### src/design/prime_list_by_stored_primes_assert.svh
// ----------------------------------------------------------------------------
// prime list assertion macros
// concurrent checks on clk, disabled while rst is high; empty in synthesis
// ----------------------------------------------------------------------------
`ifndef PRIME_LIST_BY_STORED_PRIMES_ASSERT_SVH
`define PRIME_LIST_BY_STORED_PRIMES_ASSERT_SVH

`ifndef SYNTHESIS
// same-cycle implication
`define PLSP_ASSERT_IMP(lbl, ante, cons) \
  lbl: assert property (@(posedge clk) disable iff (rst) (ante) |-> (cons)) \
    else $error("plsp assertion failed");
// next-cycle implication
`define PLSP_ASSERT_NXT(lbl, ante, cons) \
  lbl: assert property (@(posedge clk) disable iff (rst) (ante) |=> (cons)) \
    else $error("plsp assertion failed");
`else
`define PLSP_ASSERT_IMP(lbl, ante, cons)
`define PLSP_ASSERT_NXT(lbl, ante, cons)
`endif

`endif

### src/design/plsp_pkg.sv
// ----------------------------------------------------------------------------
// plsp_pkg
// shared types and codes of the prime list generator
// ----------------------------------------------------------------------------
`default_nettype none

package plsp_pkg;

  // result status codes
  localparam logic [1:0] ST_PRIME   = 2'd0;
  localparam logic [1:0] ST_DONE    = 2'd1;
  localparam logic [1:0] ST_INVALID = 2'd2;

  typedef enum logic [2:0] {
    S_IDLE,
    S_WAIT,
    S_DECIDE,
    S_TRY,
    S_SCAN,
    S_LOAD,
    S_DIV
  } state_t;

  // controller to datapath
  typedef struct packed {
    logic       take;
    logic       emit;
    logic [1:0] emit_status;
    logic       emit_two;
    logic       set_finished;
    logic       store_two;
    logic       next_cand;
    logic       store_c;
    logic       rd;
    logic       div_start;
    logic       k_inc;
  } cmd_t;

  // datapath to controller
  typedef struct packed {
    logic limit_zero;
    logic finished;
    logic cand_two;
    logic limit_lt2;
    logic cand_over;
    logic scan_end;
    logic table_full;
    logic zero_divisor;
    logic div_done;
    logic rem_zero;
    logic out_free;
  } sts_t;

endpackage

`default_nettype wire

### src/design/plsp_ctrl.sv
// ----------------------------------------------------------------------------
// plsp_ctrl
// request sequencer: decides, walks candidates and the stored primes
// ----------------------------------------------------------------------------
`default_nettype none

`include "prime_list_by_stored_primes_assert.svh"

module plsp_ctrl (
  input  wire logic           clk,
  input  wire logic           rst,
  input  wire logic           in_valid,
  input  wire plsp_pkg::sts_t sts,
  output logic                in_stall,
  output plsp_pkg::cmd_t      cmd
);

  plsp_pkg::state_t state;
  plsp_pkg::state_t state_next;

  always_ff @(posedge clk) begin
    if (rst) begin
      state <= plsp_pkg::S_IDLE;
    end else begin
      state <= state_next;
    end
  end

  always_comb begin
    state_next = state;
    case (state)
      plsp_pkg::S_IDLE: begin
        if (in_valid) begin
          state_next = plsp_pkg::S_WAIT;
        end
      end
      plsp_pkg::S_WAIT: begin
        if (sts.out_free) begin
          state_next = plsp_pkg::S_DECIDE;
        end
      end
      plsp_pkg::S_DECIDE: begin
        if (sts.limit_zero || sts.finished || sts.cand_two) begin
          state_next = plsp_pkg::S_IDLE;
        end else begin
          state_next = plsp_pkg::S_TRY;
        end
      end
      plsp_pkg::S_TRY: begin
        state_next = sts.cand_over ? plsp_pkg::S_IDLE : plsp_pkg::S_SCAN;
      end
      plsp_pkg::S_SCAN: begin
        state_next = sts.scan_end ? plsp_pkg::S_IDLE : plsp_pkg::S_LOAD;
      end
      plsp_pkg::S_LOAD: begin
        state_next = sts.zero_divisor ? plsp_pkg::S_SCAN : plsp_pkg::S_DIV;
      end
      plsp_pkg::S_DIV: begin
        if (sts.div_done) begin
          state_next = sts.rem_zero ? plsp_pkg::S_TRY : plsp_pkg::S_SCAN;
        end
      end
      default: begin
        state_next = plsp_pkg::S_IDLE;
      end
    endcase
  end

  always_comb begin
    cmd      = '0;
    in_stall = (state != plsp_pkg::S_IDLE);
    case (state)
      plsp_pkg::S_IDLE: begin
        cmd.take = in_valid;
      end
      plsp_pkg::S_DECIDE: begin
        if (sts.limit_zero) begin
          cmd.emit        = 1'b1;
          cmd.emit_status = plsp_pkg::ST_INVALID;
        end else if (sts.finished) begin
          cmd.emit        = 1'b1;
          cmd.emit_status = plsp_pkg::ST_DONE;
        end else if (sts.cand_two) begin
          cmd.emit = 1'b1;
          if (sts.limit_lt2) begin
            cmd.set_finished = 1'b1;
            cmd.emit_status  = plsp_pkg::ST_DONE;
          end else begin
            cmd.store_two   = 1'b1;
            cmd.emit_two    = 1'b1;
            cmd.emit_status = plsp_pkg::ST_PRIME;
          end
        end
      end
      plsp_pkg::S_TRY: begin
        if (sts.cand_over) begin
          cmd.set_finished = 1'b1;
          cmd.emit         = 1'b1;
          cmd.emit_status  = plsp_pkg::ST_DONE;
        end else begin
          cmd.next_cand = 1'b1;
        end
      end
      plsp_pkg::S_SCAN: begin
        if (sts.scan_end) begin
          cmd.emit = 1'b1;
          if (sts.table_full) begin
            cmd.set_finished = 1'b1;
            cmd.emit_status  = plsp_pkg::ST_DONE;
          end else begin
            cmd.store_c     = 1'b1;
            cmd.emit_status = plsp_pkg::ST_PRIME;
          end
        end else begin
          cmd.rd = 1'b1;
        end
      end
      plsp_pkg::S_LOAD: begin
        if (sts.zero_divisor) begin
          cmd.k_inc = 1'b1;
        end else begin
          cmd.div_start = 1'b1;
        end
      end
      plsp_pkg::S_DIV: begin
        cmd.k_inc = sts.div_done && !sts.rem_zero;
      end
      default: begin
        cmd = '0;
      end
    endcase
  end

  `PLSP_ASSERT_IMP(a_emit_free, cmd.emit, sts.out_free)
  `PLSP_ASSERT_IMP(a_store_room, cmd.store_c, !sts.table_full)

endmodule

`default_nettype wire

### config.mk
export PLATFORM = sky130hd
export DESIGN_NAME = plsp_ctrl
export DESIGN_NICKNAME = d
export VERILOG_FILES = /design/src/design/plsp_pkg.sv /design/src/design/plsp_ctrl.sv
export VERILOG_INCLUDE_DIRS = /design/src /design/src/design
export SDC_FILE = /design/constraint.sdc
export NUM_CORES = 1
export LEC_CHECK = 0
export BUFFER_PORTS_ARGS = -buffer_cell sky130_fd_sc_hd__buf_2
export CORE_AREA = 2 2 39 41
export DETAILED_ROUTE_END_ITERATION = 8
export DIE_AREA = 0 0 41 43
export SLEW_MARGIN = 20
export SYNTH_ARGS = -nofsm -noshare
export SYNTH_HDL_FRONTEND = slang
export SYNTH_SLANG_ARGS = --single-unit
### constraint.sdc
create_clock -name clk -period 3.8 [get_ports clk]
set_clock_uncertainty 0.05 [all_clocks]
set_input_delay 0.38 -clock clk [delete_from_list [all_inputs] [get_ports clk]]
set_output_delay 0.38 -clock clk [all_outputs]
set_load 0.02 [all_outputs]
==> impl_metrics.csv, run 1 <==
group,metric,value,unit
status,outcome,"completed",
sta,fmaxAchievable,0.399,GHz
final_layout,mostFrequentLayoutCells,"buf_2 (26), inv_1 (4), nand2_1 (4), and3_1 (4), a21oi_1 (4)",
grt,grt_max_degree,16,
final_layout,syn_to_final_growth,37.6,%
clock_tree,cts_tree,"built",
logic_synthesis,netlist.area_leader.share,0.150,
sta,slew_headroom,0.693,
floorplan,fp-row-count,14,
power_and_ir_drop,total_power,0.156,mW
worst_setup_path,crit_arrival,2.07,ns
final_layout,fin_nets,98,
clock_tree,cts_setup_buffers,0,
logic_synthesis,yosys.cell_types.count,32,
worst_setup_path,critPathLaunchType,"flop",
worst_setup_path,reg2reg_slack,2.17,ns
logic_synthesis,yosys-top-cells-area,"dfxtp_1 (15%), and3_1 (6.3%), a21oi_1 (5.0%), nor4_1 (4.7%), buf_2 (3.8%)",
worst_setup_path,slowest_delay,0.57,ns
grt,grt_pass1_wl,1780,µm
floorplan,die_h,43,µm
final_layout,top_register,"state",
sta,setup_viol,0,
floorplan,die_x,41,µm
clock_tree,numClockSinks,3,
logic_synthesis,yosysWarnings,0,
drt,dr.pass1.iters,4,
sta,finalSetupTns,0,ns
logic_synthesis,async_reset_ff_frac,0,
clock_tree,clk_pin_slew,0.04,ns
placement,gp_congestion,0.793,
power_and_ir_drop,p_leak,0.283,nW
logic_synthesis,synth_flop_cell,"dfxtp_1",
floorplan,die_area,1760,µm²
drt,via_count,528,
logic_synthesis,syn_area,399,µm²
floorplan,pin_count,27,
sta,fin_crit,2.50,ns
sta,holdWs,0.277,ns
power_and_ir_drop,p_per_area,285,nW/µm²
clock_tree,ctsResizeCount,0,
logic_synthesis,seq_area_frac_synth,0.150,
final_layout,multi_input_area,298,µm²
placement,place_ws,1.53,ns
floorplan,core_area,1380,µm²
final_layout,drive_gt1_frac,0.373,
grt,antenna_found_initial,0,
worst_setup_path,r2r_cells,4,
power_and_ir_drop,vdd_drop_max,0.000147,V
drt,drtIter0Drc,9,
worst_setup_path,required,3.37,ns
grt,grt_usage,0.139,
clock_tree,ctsHoldBuffers,0,
floorplan,initial_utilization,0.288,
flow_run,cap_violations,0,
clock_tree,cts_root_buffer,"clkbuf_4",
clock_tree,htree_levels,1,
placement,hpwl,837,µm
clock_tree,ctsLongestPathBuffers,2,
logic_synthesis,syn_inst,58,
drt,wl_per_cell,11.1,µm
worst_setup_path,criticalPathCategory,"reg2out",
drt,drc,0,
logic_synthesis,yosysTopAreaCell,"dfxtp_1",
min_path,whs_path_depth,2,
sta,worst_pin_slew,0.456,ns
worst_setup_path,slowest_stage,"dfxtp_1",
sta,setup_ws,1.30,ns
drt,routed_via_density,5.33,
logic_synthesis,synth-edff-count,0,
final_layout,largest_register_ffs,3,
final_layout,nFillCells,145,
clock_tree,numCtsBuffers,3,
sta,final-hold-violation-count,0,
worst_setup_path,end_kind,"primary output",
logic_synthesis,synth.avg_cell_area,6.88,µm²
min_path,holdPathEnd,"state[2]",
drt,ant_nets,0,
sta,slew_viol_final,0,
sta,rsz0062_at_grt,"no",
placement,io_buffers,26,
sta,fin_crit_sh,0.659,
drt,wirelength,1100,µm
logic_synthesis,ys_ff_latch,3,
logic_synthesis,synth_nets,72,
min_path,hold_class,"in2reg",
final_layout,layout_commonest_cell,"buf_2",
worst_setup_path,cp_max_fo,15,
final_layout,insertedDiodeCount,0,
final_layout,layout.area.seq,60.1,µm²
final_layout,top_regs,"state (3)",
grt,grt-ovfl-total,0,
grt,grt_pass1_vias,464,
clock_tree,clkLatencyLatePin,0.23,ns
worst_setup_path,rr_endpoint,"state[0]",
worst_setup_path,rr_startpoint,"state[1]",
min_path,hold_start,"rst",
worst_setup_path,cp_cell_sequence,"or3b_1 > or4b_4 > nor2_1 > buf_2",
how the worst max path moves through the flow:
stage	start	slack (ns)	to	cells after the start
final	state[1]	1.30	cmd[5]	4
after global routing	state[1]	1.14	cmd[7]	4
after CTS	state[1]	1.27	cmd[5]	4
after detailed placement	state[1]	1.53	cmd[5]	4
after global placement	state[1]	1.58	cmd[7]	4
after floorplan	state[1]	1.55	cmd[7]	4
metal layers:
metal  track usage  part of all wire
met5             0                 0
met4        0.0733             0.015
met3        0.0157             0.094
met2         0.222              0.44
met1         0.173              0.45
Yosys cell counts, types with 2 or more instances:
library cell  count
inv_1             4
buf_2             3
nor3b_1           2
o31ai_1           2
nor2_1            3
nor4_1            3
nand3_1           2
and3_1            4
nand2_1           4
or3_1             2
dfxtp_1           3
a21oi_1           4
nor3_1            2
o21ai_0           2
worst max-delay path: cells and delay by family, from the launching register on:
kind | cells | cell delay, ns
simple gates | 3 | 1.10
flops | 1 | 0.57
buf+inv | 1 | 0.18
stage by stage:
stage               instances  cell area, µm²   util
finish                     99             549  0.397
global route               99             549  0.397
CTS                        99             549  0.397
detailed placement         95             523  0.378
global placement           95             523  0.378
floorplan                  58             399      -
cell families after synthesis:
kind of cell,count (synthesis),synth area share
and+or+nand+nor,30,0.476
AOI/OAI and AO/OA,16,0.270
buffers and inverters,9,0.103
DFF,3,0.150
final cells by class:
type / instances / share of cell area
multi-input combinational: 46 / 0.542
timing repair buffer: 26 / 0.237
tap: 16 / 0.0364
sequential: 3 / 0.109
clock buffer: 4 / 0.0478
inverter: 4 / 0.0273
report_power, final:
part,leakage [nW],switching [mW],internal (mW),total (mW)
sequential,0.0245,0.00966,0.0348,0.0445
combinational,0.243,0.0314,0.0247,0.0562
clock,0.0150,0.0164,0.0393,0.0558
(Power assumes the default switching activity.)
==> inputs of run 2 (changes only) <==
==> constraint.sdc (replaced) <==
create_clock -name clk -period 2.2 [get_ports clk]
set_clock_uncertainty 0.05 [all_clocks]
set_input_delay 0.22 -clock clk [delete_from_list [all_inputs] [get_ports clk]]
set_output_delay 0.22 -clock clk [all_outputs]
set_load 0.02 [all_outputs]
==> run 2 against run 1 <==
Compared with the run above: sequential power grew 40%; cell count rose by 4.0%; critical endpoint unchanged; die area is the same; combinational power increased by 120%; largest power group unchanged; clock-buffer cell count stayed put; worst setup slack got worse by 1.1 ns; flip-flop and latch count is the same; register-to-register slack worse by 1.6 ns.
==> impl_metrics.csv, run 2 (synthesis results as in run 1) <==
group,metric,value,unit
power_and_ir_drop,p_leak,0.303,nW
power_and_ir_drop,p_clk_frac,0.359,
clock_tree,ctsLongestPathBuffers,2,
clock_tree,numCtsBuffers,3,
final_layout,multi_input_area,298,µm²
worst_setup_path,end_kind,"primary output",
sta,rsz0062_at_grt,"no",
clock_tree,cts_root_buffer,"clkbuf_4",
final_layout,utilization,0.419,
worst_setup_path,crit_arrival,1.78,ns
worst_setup_path,slowest_delay,0.54,ns
placement,hpwl,895,µm
sta,worst_pin_slew,0.517,ns
worst_setup_path,slowest_stage,"or4b_4",
grt,antenna_found_initial,0,
final_layout,layout.area.seq,60.1,µm²
floorplan,die_h,43,µm
final_layout,top_regs,"state (3)",
drt,wl_per_cell,11.3,µm
sta,slew_viol_final,0,
drt,via_count,540,
floorplan,die_area,1760,µm²
clock_tree,clk_pin_slew,0.04,ns
grt,grt_pass1_vias,443,
final_layout,fin_nets,102,
final_layout,largest_register_ffs,3,
min_path,holdPathEnd,"state[2]",
worst_setup_path,r2r_cells,5,
power_and_ir_drop,p_per_area,497,nW/µm²
flow_run,cap_violations,0,
worst_setup_path,reg2reg_slack,0.59,ns
worst_setup_path,criticalPathCategory,"reg2out",
min_path,whs_path_depth,2,
sta,fin_crit_sh,0.933,
clock_tree,ctsResizeCount,0,
final_layout,top_register,"state",
clock_tree,numClockSinks,3,
worst_setup_path,rr_startpoint,"state[2]",
drt,routed_via_density,5.24,
sta,final-hold-violation-count,0,
power_and_ir_drop,seqPwrFrac,0.216,
final_layout,drive_gt1_frac,0.402,
placement,gp_congestion,0.794,
clock_tree,clkLatencyLatePin,0.24,ns
clock_tree,htree_levels,1,
drt,wirelength,1170,µm
sta,slew_headroom,0.652,
drt,ant_nets,0,
final_layout,insertedDiodeCount,0,
grt,grt-ovfl-total,0,
drt,drc,0,
sta,fin_crit,2.05,ns
drt,dr.pass1.iters,4,
worst_setup_path,crit_buf_inv,1,
floorplan,pin_count,27,
floorplan,initial_utilization,0.288,
sta,holdWs,0.109,ns
power_and_ir_drop,intPower,0.180,mW
floorplan,die_x,41,µm
grt,grt_pass1_wl,1840,µm
worst_setup_path,rr_endpoint,"state[0]",
final_layout,layout_commonest_cell,"buf_2",
placement,io_buffers,26,
sta,setup_viol,0,
worst_setup_path,required,1.93,ns
min_path,hold_start,"rst",
worst_setup_path,critPathLaunchType,"flop",
power_and_ir_drop,vdd_drop_max,0.000281,V
floorplan,fp-row-count,14,
power_and_ir_drop,p_switching,0.108,mW
grt,grt_usage,0.151,
worst_setup_path,cp_max_fo,3,
sta,finalSetupTns,0,ns
power_and_ir_drop,swShare,0.375,
power_and_ir_drop,combPwrFrac,0.425,
floorplan,core_area,1380,µm²
grt,grt_max_degree,15,
clock_tree,ctsHoldBuffers,0,
drt,drtIter0Drc,5,
status,outcome,"completed",
final_layout,nFillCells,149,
clock_tree,cts_tree,"built",
worst_setup_path,cp_cell_sequence,"or3b_1 > or4b_4 > nor2_1 > buf_2",
power_and_ir_drop,total_power,0.288,mW
final_layout,syn_to_final_growth,45.1,%
worst_setup_path,crit_family,"simple AND/OR/NAND/NOR gates",
sta,fmaxAchievable,0.487,GHz
min_path,hold_class,"in2reg",
clock_tree,cts_setup_buffers,0,
-- run 2: changes by cell type in the layout (fill, tap and decap cells not counted), sizes merged --
| cell | change |
|---|---|
| buf | +4 |
-- run 2: area by class of cell --
class,instances,area share
sequential,3,0.104
multi-input combinational,46,0.514
timing repair buffer,30,0.276
clock buffer,4,0.0454
tap,16,0.0346
inverter,4,0.0259
-- run 2: power groups by stage --
stage | combinational [mW] | sequential [mW] | clock (mW)
after CTS | 0.123 | 0.0621 | 0.106
after global placement | 0.121 | 0.0627 | 0
after detailed placement | 0.122 | 0.0630 | 0
after global routing | 0.136 | 0.0625 | 0.112
after floorplan | 0.0759 | 0.0646 | 0
final | 0.122 | 0.0621 | 0.103
-- run 2: worst reg2reg max path: stages (launching register included) --
cell	delay, ns
dfxtp_1	0.30
buf_4	0.17
and3b_1	0.18
nor4_1	0.49
o21ai_0	0.16
a21oi_1	0.17
-- run 2: worst max path at each step --
stage | cells past startpoint | slack, ns | end | startpoint
final | 4 | 0.15 | cmd[5] | state[0]
after global routing | 4 | 0.02 | cmd[7] | state[1]
after CTS | 4 | 0.14 | cmd[5] | state[0]
after detailed placement | 4 | 0.39 | cmd[5] | state[0]
after global placement | 4 | 0.42 | cmd[5] | state[0]
after floorplan | 4 | 0.11 | cmd[7] | state[1]
-- run 2: through the flow --
stage / worst slack, ns / area (µm²) / std cells
after floorplan: 0.113 / 399 / 58
after global placement: 0.421 / 553 / 99
after detailed placement: 0.394 / 553 / 99
after CTS: 0.135 / 579 / 103
after global routing: 0.0188 / 579 / 103
final: 0.148 / 579 / 103
-- run 2: routing by layer --
metal,wire [µm],part of all wire,up-vias,GRT usage
met5,0,0,-,0
met4,13,0.011,0,0.0600
met3,115,0.099,2,0.0471
met2,514,0.44,32,0.238
met1,521,0.45,232,0.183
li1,-,-,274,-
